$ cat src/hw/rtl/fsft_pkg.sv
`default_nettype none

package fsft_pkg;

    // Defaults and fixed constants of the timer.
    localparam int unsigned DEF_TICKS_PER_SECOND = 10000000;
    localparam int unsigned SNAP_DIVISOR         = 4000;

    localparam logic [31:0] RST_COUNTER_FREQUENCY = 32'd10000000;
    localparam logic [31:0] RST_MAX_DELTA_COUNTS  = 32'd1000000;
    localparam logic        RST_FIXED_STEP        = 1'b0;
    localparam logic [31:0] RST_TARGET_STEP_TICKS = 32'd166666;

    // Configuration register indexes.
    localparam int unsigned CFG_INDEX_W = 2;
    localparam int unsigned CFG_DATA_W  = 32;
    localparam logic [CFG_INDEX_W-1:0] CFG_COUNTER_FREQUENCY = 2'd0;
    localparam logic [CFG_INDEX_W-1:0] CFG_MAX_DELTA_COUNTS  = 2'd1;
    localparam logic [CFG_INDEX_W-1:0] CFG_FIXED_STEP        = 2'd2;
    localparam logic [CFG_INDEX_W-1:0] CFG_TARGET_STEP_TICKS = 2'd3;

    // Item opcodes.
    localparam logic OP_TICK  = 1'b0;
    localparam logic OP_RESET = 1'b1;

    // Shared divider: 64-bit dividend, 32-bit divisor, two quotient bits a cycle.
    localparam int unsigned DIV_DIVIDEND_W = 64;
    localparam int unsigned DIV_DIVISOR_W  = 32;
    localparam int unsigned DIV_BITS_PER_CYCLE = 2;
    localparam int unsigned DIV_CYCLES = DIV_DIVIDEND_W / DIV_BITS_PER_CYCLE;
    localparam int unsigned DIV_CNT_W  = $clog2(DIV_CYCLES);

    typedef struct packed {
        logic        op;
        logic [63:0] timestamp;
    } in_item_t;

    typedef struct packed {
        logic        rendered;
        logic [63:0] elapsed_ticks;
        logic [63:0] total_ticks;
        logic [31:0] frame_count;
        logic [31:0] frames_per_second;
    } out_item_t;

    // Datapath operations of one microcode step.
    typedef enum logic [3:0] {
        U_NOP,
        U_ACCEPT,
        U_DELTA,
        U_ACCUM,
        U_MUL,
        U_CONV_START,
        U_CONV_DONE,
        U_SNAP,
        U_LEFT_ADD,
        U_FIRE_FIXED,
        U_MOD_START,
        U_MOD_DONE,
        U_FIRE_VAR,
        U_SEC_START,
        U_SEC_DONE,
        U_FINISH
    } uop_t;

    // Branch conditions; the reset op has no uop of its own but a U_NOP step with clear_elapsed set.
    typedef enum logic [3:0] {
        C_NEVER,
        C_ALWAYS,
        C_NO_INPUT,
        C_REQ_RESET,
        C_NOT_FIXED,
        C_NO_FIRE,
        C_TARGET_ZERO,
        C_SEC_LOW,
        C_DIV_BUSY,
        C_OUT_FULL
    } cond_t;

    typedef logic [4:0] step_t;

    localparam step_t STEP_ACCEPT     = 5'd0;
    localparam step_t STEP_DELTA      = 5'd1;
    localparam step_t STEP_ACCUM      = 5'd2;
    localparam step_t STEP_MUL        = 5'd3;
    localparam step_t STEP_CONV_START = 5'd4;
    localparam step_t STEP_CONV_WAIT  = 5'd5;
    localparam step_t STEP_CONV_DONE  = 5'd6;
    localparam step_t STEP_SNAP       = 5'd7;
    localparam step_t STEP_LEFT_ADD   = 5'd8;
    localparam step_t STEP_FIRE_TEST  = 5'd9;
    localparam step_t STEP_FIRE_FIXED = 5'd10;
    localparam step_t STEP_MOD_START  = 5'd11;
    localparam step_t STEP_MOD_WAIT   = 5'd12;
    localparam step_t STEP_MOD_DONE   = 5'd13;
    localparam step_t STEP_FIRE_VAR   = 5'd14;
    localparam step_t STEP_SEC_TEST   = 5'd15;
    localparam step_t STEP_SEC_START  = 5'd16;
    localparam step_t STEP_SEC_WAIT   = 5'd17;
    localparam step_t STEP_SEC_DONE   = 5'd18;
    localparam step_t STEP_FINISH     = 5'd19;
    localparam step_t STEP_RESET      = 5'd20;

    // One control word: the operation, a clear flag for the reset op, a hold condition that keeps the step,
    // and a jump condition with its target. Otherwise the next step follows.
    typedef struct packed {
        uop_t  uop;
        logic  clear_elapsed;
        cond_t hold;
        cond_t jump;
        step_t target;
    } ucode_t;

    function automatic ucode_t ucode_rom(input step_t s);
        ucode_t w;
        w = '{uop: U_NOP, clear_elapsed: 1'b0, hold: C_NEVER, jump: C_ALWAYS,
              target: STEP_ACCEPT};
        unique case (s)
            STEP_ACCEPT:     w = '{U_ACCEPT, 1'b0, C_NO_INPUT, C_REQ_RESET, STEP_RESET};
            STEP_DELTA:      w = '{U_DELTA, 1'b0, C_NEVER, C_NEVER, STEP_ACCEPT};
            STEP_ACCUM:      w = '{U_ACCUM, 1'b0, C_NEVER, C_NEVER, STEP_ACCEPT};
            STEP_MUL:        w = '{U_MUL, 1'b0, C_NEVER, C_NEVER, STEP_ACCEPT};
            STEP_CONV_START: w = '{U_CONV_START, 1'b0, C_NEVER, C_NEVER, STEP_ACCEPT};
            STEP_CONV_WAIT:  w = '{U_NOP, 1'b0, C_DIV_BUSY, C_NEVER, STEP_ACCEPT};
            STEP_CONV_DONE:  w = '{U_CONV_DONE, 1'b0, C_NEVER, C_NOT_FIXED, STEP_FIRE_VAR};
            STEP_SNAP:       w = '{U_SNAP, 1'b0, C_NEVER, C_NEVER, STEP_ACCEPT};
            STEP_LEFT_ADD:   w = '{U_LEFT_ADD, 1'b0, C_NEVER, C_NEVER, STEP_ACCEPT};
            STEP_FIRE_TEST:  w = '{U_NOP, 1'b0, C_NEVER, C_NO_FIRE, STEP_SEC_TEST};
            STEP_FIRE_FIXED: w = '{U_FIRE_FIXED, 1'b0, C_NEVER, C_TARGET_ZERO, STEP_SEC_TEST};
            STEP_MOD_START:  w = '{U_MOD_START, 1'b0, C_NEVER, C_NEVER, STEP_ACCEPT};
            STEP_MOD_WAIT:   w = '{U_NOP, 1'b0, C_DIV_BUSY, C_NEVER, STEP_ACCEPT};
            STEP_MOD_DONE:   w = '{U_MOD_DONE, 1'b0, C_NEVER, C_ALWAYS, STEP_SEC_TEST};
            STEP_FIRE_VAR:   w = '{U_FIRE_VAR, 1'b0, C_NEVER, C_NEVER, STEP_ACCEPT};
            STEP_SEC_TEST:   w = '{U_NOP, 1'b0, C_NEVER, C_SEC_LOW, STEP_FINISH};
            STEP_SEC_START:  w = '{U_SEC_START, 1'b0, C_NEVER, C_NEVER, STEP_ACCEPT};
            STEP_SEC_WAIT:   w = '{U_NOP, 1'b0, C_DIV_BUSY, C_NEVER, STEP_ACCEPT};
            STEP_SEC_DONE:   w = '{U_SEC_DONE, 1'b0, C_NEVER, C_NEVER, STEP_ACCEPT};
            STEP_FINISH:     w = '{U_FINISH, 1'b0, C_OUT_FULL, C_ALWAYS, STEP_ACCEPT};
            STEP_RESET:      w = '{U_NOP, 1'b1, C_NEVER, C_ALWAYS, STEP_FINISH};
            default:         w = '{U_NOP, 1'b0, C_NEVER, C_ALWAYS, STEP_ACCEPT};
        endcase
        return w;
    endfunction

endpackage

`default_nettype wire

$ cat src/hw/rtl/fsft_div.sv
`default_nettype none

// Restoring divider, two quotient bits a cycle. The divisor must be nonzero.
module fsft_div
    import fsft_pkg::*;
(
    input  wire logic                      clk,
    input  wire logic                      rst_n,
    input  wire logic                      start,
    input  wire logic [DIV_DIVIDEND_W-1:0] dividend,
    input  wire logic [DIV_DIVISOR_W-1:0]  divisor,
    output logic                           busy,
    output logic [DIV_DIVIDEND_W-1:0]      quotient,
    output logic [DIV_DIVISOR_W-1:0]       remainder
);

    localparam logic [DIV_CNT_W-1:0] CNT_LAST = DIV_CNT_W'(DIV_CYCLES - 1);

    logic                      busy_reg, busy_next;
    logic [DIV_CNT_W-1:0]      cnt_reg, cnt_next;
    logic [DIV_DIVISOR_W-1:0]  rem_reg, rem_next;
    logic [DIV_DIVIDEND_W-1:0] quo_reg, quo_next;
    logic [DIV_DIVISOR_W-1:0]  dsr_reg, dsr_next;
    logic [DIV_DIVISOR_W:0]    step_hi, step_lo;

    // One compare-and-subtract: returns {quotient bit, new remainder}.
    function automatic logic [DIV_DIVISOR_W:0] div_step(
        input logic [DIV_DIVISOR_W-1:0] rem,
        input logic                     bit_in,
        input logic [DIV_DIVISOR_W-1:0] dsr
    );
        logic [DIV_DIVISOR_W:0] shifted;
        logic [DIV_DIVISOR_W:0] diff;
        shifted = {rem, bit_in};
        diff    = shifted - {1'b0, dsr};
        if (shifted >= {1'b0, dsr})
        begin
            return {1'b1, diff[DIV_DIVISOR_W-1:0]};
        end
        return {1'b0, shifted[DIV_DIVISOR_W-1:0]};
    endfunction

    // The dividend shifts out of the top of quo_reg as quotient bits enter below.
    assign step_hi = div_step(rem_reg, quo_reg[DIV_DIVIDEND_W-1], dsr_reg);
    assign step_lo = div_step(step_hi[DIV_DIVISOR_W-1:0], quo_reg[DIV_DIVIDEND_W-2],
                              dsr_reg);

    always_comb
    begin
        busy_next = busy_reg;
        cnt_next  = cnt_reg;
        rem_next  = rem_reg;
        quo_next  = quo_reg;
        dsr_next  = dsr_reg;
        if (start)
        begin
            busy_next = 1'b1;
            cnt_next  = '0;
            rem_next  = '0;
            quo_next  = dividend;
            dsr_next  = divisor;
        end
        else if (busy_reg)
        begin
            rem_next = step_lo[DIV_DIVISOR_W-1:0];
            quo_next = {quo_reg[DIV_DIVIDEND_W-3:0], step_hi[DIV_DIVISOR_W],
                        step_lo[DIV_DIVISOR_W]};
            cnt_next = cnt_reg + 1'b1;
            if (cnt_reg == CNT_LAST)
            begin
                busy_next = 1'b0;
            end
        end
    end

    always_ff @(posedge clk or negedge rst_n)
    begin
        if (!rst_n)
        begin
            busy_reg <= 1'b0;
            cnt_reg  <= '0;
        end
        else
        begin
            busy_reg <= busy_next;
            cnt_reg  <= cnt_next;
        end
    end

    always_ff @(posedge clk)
    begin
        rem_reg <= rem_next;
        quo_reg <= quo_next;
        dsr_reg <= dsr_next;
    end

    assign busy      = busy_reg;
    assign quotient  = quo_reg;
    assign remainder = rem_reg;

endmodule

`default_nettype wire

$ cat config.mk
export PLATFORM = sky130hd
export DESIGN_NAME = fsft_div
export DESIGN_NICKNAME = d
export VERILOG_FILES = /design/src/hw/rtl/fsft_pkg.sv /design/src/hw/rtl/fsft_div.sv
export SDC_FILE = /design/constraint.sdc
export NUM_CORES = 1
export LEC_CHECK = 0
export BUFFER_PORTS_ARGS = -buffer_cell sky130_fd_sc_hd__buf_4
export CORE_MARGIN = 2
export CORE_UTILIZATION = 44
export CTS_BUF_LIST = sky130_fd_sc_hd__clkbuf_8
export DETAILED_ROUTE_END_ITERATION = 12
export HOLD_SLACK_MARGIN = 0.1
export PLACE_DENSITY = 0.73
export SLEW_MARGIN = 20
export SYNTH_ARGS = -nofsm -noshare
export SYNTH_HDL_FRONTEND = slang
export SYNTH_SLANG_ARGS = --single-unit
$ cat constraint.sdc
create_clock -name clk -period 4.7 [get_ports clk]
set_input_delay 0.47 -clock clk [delete_from_list [all_inputs] [get_ports clk]]
set_output_delay 0.47 -clock clk [all_outputs]
set_load 0.03 [all_outputs]
Word level (Yosys, flattened, before mapping)
Cells that the tools add are included.

Bits of input ports: 99. Register bits after elaboration: 134. Word-level logic and storage cells: 25.

Mux-type cells: 13. Reduce and logical (&&, ||, !) cells: 1. Add/sub/neg operators: 3. Eq/ne operators: 1. $lt $le $gt $ge: 2.

Operators with widths (count): two-way mux 33 bit (4); two-way mux 64 bit (2); >= comparator 33 x 32 -> 1 bit (2); subtractor 32 bit (2); two-way mux 5 bit (2); adder 5 x 1 -> 5 bit (second input constant) (1); == test 5 bit (second input constant) (1); two-way mux 1 bit (5); nonzero test 2 bit (1).

Depth between registers and ports, before layout
Word-level depth: 8. Depth in mapped cells: 25.

Least setup slack after synthesis
Ideal clock, no wire load.

Kind: register to register. From: register quo_reg[63], in the netlist quotient[63]. To: register rem_reg[20], in the netlist remainder[20]. Library setup time: 0.116 ns. Setup slack: -0.589 ns. Cell stages (with the launch flop): 22. Path buffers: 2. Arrival time: 5.173 ns. Data required time: 4.584 ns. Cells stage by stage: edfxtp_1 > inv_1 > ha_1 > nand2b_1 > a211oi_2 > o2111ai_1 > and3_1 > buf_2 > a2111o_1 > nand2_2 > buf_6 > mux2_2 > ha_1 > a211oi_1 > nor3_1 > o41a_1 > o21a_1 > a2111oi_0 > o31ai_1 > a21oi_1 > xnor2_1 > a31o_2.

Longest elaborated chain between the ends: 6. Elaborated cells between the ends (all ways): 10. Classes of those cells: add/sub (2); order compare (2); mux (6).

RTL lines: start, declared (RTL line fsft_div.sv:22) `logic [DIV_DIVIDEND_W-1:0] quo_reg, quo_next;`; start signal, assigned (RTL line fsft_div.sv:93) `quo_reg <= quo_next;`; subtractor 32 bit or >= comparator 33 x 32 -> 1 bit (tied branches) (RTL line fsft_div.sv:35, fsft_div.sv:36); two-way mux 33 bit or two-way mux 1 bit (tied branches) (RTL line fsft_div.sv:36) `if (shifted >= {1'b0, dsr})`; two-way mux 33 bit (*) (RTL line fsft_div.sv:40) `return {1'b0, shifted[DIV_DIVISOR_W-1:0]};`; subtractor 32 bit or >= comparator 33 x 32 -> 1 bit (tied branches) (RTL line fsft_div.sv:35, fsft_div.sv:36); two-way mux 33 bit or two-way mux 1 bit (tied branches) (RTL line fsft_div.sv:36); two-way mux 33 bit (*) (RTL line fsft_div.sv:40); end signal, assigned (RTL line fsft_div.sv:92) `rem_reg <= rem_next;`; end, declared (RTL line fsft_div.sv:21) `logic [DIV_DIVISOR_W-1:0] rem_reg, rem_next;`.

Mark *: on every way between the ends. The rest lies on a longest branch, timed or not. The select of a mux whose other input is x is not followed. A chain may end at the register's enable or synchronous reset.

Final worst setup path
From: register quo_reg[63], in the netlist quotient[63]. To: register rem_reg[5], in the netlist remainder[5].

The elaborated chain is that of the path after synthesis.

==> results.py <==
metrics = {
    "placement": {
        "placed_cell_area_um2": 13640,
        "placed_cells": 1706,
        "place_ws_ns": -0.6369,
        "place.port_buffers": 195,
        "dp_hpwl_um": 26490,
        "place_congestion": 1.013,
    },
    "setup_path": {
        "path_buf_inv": 5,
        "path_cells": "inv_1, ha_2, buf_4, inv_1, fa_2, a21o_1, a311o_1, a22o_2, a21oi_4, buf_4, o211ai_1, a21oi_1, xor2_1, o21ai_1, ha_1, nand3_1, nor4_2, a41o_1, a31oi_4, o21ai_4, buf_4, nor4_2, a2111oi_4",
        "worst_setup_path_start_kind": "flop",
        "r2r_start": "quotient[63]",
        "cp.required_ns": 5.07,
        "crit_path_end_kind": "flop",
        "reg2regPathDepth": 23,
        "slowest_delay_ns": 0.43,
        "cp_num_cells": 23,
        "cp_max_fo": 8,
        "crit_top_cell": "buf_4",
        "arrival_ns": 5.76,
        "critical_path_class": "reg2reg",
        "crit_slowest_cell": "edfxtp_1",
        "r2r_slack_ns": -0.69,
        "timing.rr.end": "remainder[5]",
        "critical_path.top_delay_family": "compound AO/OA/AOI/OAI gates",
    },
    "global_routing": {
        "track_usage_pct": 30.37,
        "met1_usage_pct": 36.18,
        "grt_pass1_wl_um": 56390,
        "grt_use_met3_pct": 7.910,
        "grt_max_degree": 59,
        "antenna_found_initial": 0,
        "grt-ovfl-total": 0,
        "use_met2_pct": 50.49,
        "grt_pass1_vias": 10660,
        "top_usage_layer": "met2",
    },
    "synth": {
        "yosysWarnings": 0,
        "synth_edf_count": 96,
        "syn_inst": 1009,
        "synth_top_cell_area_share_pct": 29.47,
        "netlist_area_um2": 9782,
        "synthFlopType": "edfxtp_1",
        "ys_seq_area_share_pct": 37.55,
        "postSynth.asyncResetShare_pct": 4.478,
        "ys_types": 77,
        "yosys_register_bits": 134,
        "synth_area_leader_cell": "edfxtp_1",
        "yosys-top-cells-area": "edfxtp_1 (29%), mux2_2 (9.0%), ha_1 (8.4%)",
        "syn_nets": 1176,
        "synth_area_per_cell_um2": 9.695,
    },
    "clock_tree": {
        "cts_max_level": 4,
        "numCtsBuffers": 17,
        "clk_latency_ns": 0.47,
        "cts_tree": "yes",
        "cts.sinks": 134,
        "clock-root-buffer": "clkbuf_8",
        "clock_path_buffers": 2,
        "clk_pin_slew_ns": 0.10,
    },
    "routing": {
        "route.vias.total": 10600,
        "ant_nets": 0,
        "firstDrtPassIters": 5,
        "drc": 0,
        "routed_wl_um": 38560,
        "drt_iter0_drc": 746,
        "wl_per_cell_um": 21.46,
        "viasPerCell": 5.898,
    },
    "status": {
        "violations": "setup timing",
        "status": "finished with violations",
    },
    "pwr": {
        "power_density_nw_per_um2": 818.5,
        "power_frac_comb_pct": 79.3,
        "peakVddDrop_uv": 418.6,
        "leakage_nw": 6.921,
        "intPower_w": 0.006838,
        "finalPower_w": 0.01272,
        "clkPwrFrac_pct": 7.8,
        "sequentialPowerShare_pct": 13.0,
        "p_sw_w": 0.005877,
        "swShare_pct": 46.22,
    },
    "timing": {
        "worst_pin_slew_ns": 0.8996,
        "setup-tns-final_ns": -18.74,
        "hold_violations": 0,
        "setup_viol": 33,
        "skew_ns": 0.02113,
        "setup_ws_ns": -0.6914,
        "rsz0062_at_grt": "true",
        "fmax_mhz": 185.5,
        "relSlewSlack_pct": 39.81,
        "period_share_pct": 114.7,
        "fin_crit_ns": 5.391,
        "slew_viol_final": 0,
    },
    "job": {
        "drv_cap": 0,
    },
    "cells_and_area": {
        "final_cells": 1797,
        "area_growth_pct": 58.81,
        "antennaDiodeCount": 0,
        "drive_above_1_share_pct": 54.25,
        "final_common_cell": "buf_4",
        "final_cell_mix": "buf_4 (494), edfxtp_1 (96), mux2_2 (74), nor2_1 (71), a21oi_1 (58)",
        "largest_reg_flops": 64,
        "fin_area_um2": 15530,
        "nNetsFinal": 1671,
        "fillerInstances": 1557,
    },
    "floorplanning": {
        "die_w_um": 153.1,
        "core_area_um2": 21820,
        "num_io_pins": 196,
        "core.rowCount": 54,
        "die_area_um2": 23440,
        "die_h_um": 153.1,
        "initial_utilization_pct": 44.82,
    },
    "min_path": {
        "hold_path_class": "in2reg",
        "holdPathStages": 1,
        "min_to": "dsr_reg[7]",
        "hp-start": "divisor[7]",
    },
}
## Yosys cell counts, types with 9 or more instances
cell and number:
o21ai_0 40, inv_1 49, nand2b_1 9, nor3_1 29, a21oi_1 74, nand3_1 50
edfxtp_1 96, nand2_1 56, nor4_1 9, mux2_2 78, and3_1 12, nor2_1 78
xnor2_1 36, nand4_1 13, buf_2 14, o21ai_1 16, o21a_1 11, dfxtp_1 32
clkbuf_1 34, ha_1 66, a211oi_1 11, a311oi_2 9, xor2_1 17, a21o_1 18
## cell families (layout without fill, tap and decap cells)
family,Yosys count,count (layout),share of synthesized area (%)
adders and majority gates,68,68,8.851
buffers and inverters,102,607,4.438
muxes,87,87,9.951
DFF,134,134,37.55
AOI/OAI and AO/OA,273,274,19.97
xor gates and xnor gates,53,53,4.745
and+or+nand+nor,292,294,14.49
## power groups by stage
stage                     clock network [W]  logic [W]  registers [W]
final                              0.000987     0.0101        0.00165
after global routing                0.00104     0.0106        0.00167
after CTS                          0.000991    0.00899        0.00164
after detailed placement                  0    0.00761        0.00166
after global placement                    0    0.00751        0.00165
after floorplan                           0    0.00424        0.00197
## cell type report
class / count / area (µm²) / area share, %
multi-input cells: 776 / 6788 / 43.69
repair buffers: 526 / 4168 / 26.83
flip-flops and latches: 134 / 3677 / 23.67
well taps: 280 / 350.3 / 2.255
clock buffers: 17 / 234.0 / 1.506
inverters: 49 / 183.9 / 1.184
clock inverters: 15 / 133.9 / 0.8618
## per-layer routing
| layer | wire, µm | part of all wire, % |
|---|---|---|
| met3 | 3268 | 8.5 |
| met4 | 2402 | 6.2 |
| met1 | 14850 | 39 |
| met5 | 0 | 0 |
| met2 | 18040 | 47 |
## worst max-delay path by stage
stage / from / to / slack (ns)
finish: quotient[63] / remainder[5] / -0.69
global route: quotient[63] / remainder[21] / -0.82
global placement: dsr_reg[0] / remainder[30] / -0.54
CTS: dsr_reg[0] / remainder[30] / -0.36
detailed placement: dsr_reg[0] / remainder[30] / -0.64
floorplan: quotient[63] / remainder[28] / -0.10
## what timing repair did
action / in CTS / in global routing
setup endpoints to repair: 33 / 33
hold endpoints to repair: 6 / 0
setup buffers: 38 / 16
hold buffers: 1 / 0
gates cloned: 6 / 0
resized for setup: 131 / 64
pin swaps: 60 / 53
## per-stage QoR
step / util (%) / hold WS [ns]
after floorplan: - / 0.1744
after global placement: 62.48 / 0.2810
after detailed placement: 62.48 / 0.2810
after CTS: 69.16 / 0.1497
after global routing: 71.18 / 0.1424
final: 71.18 / 0.1622
Power figures use the tool's default switching activity.
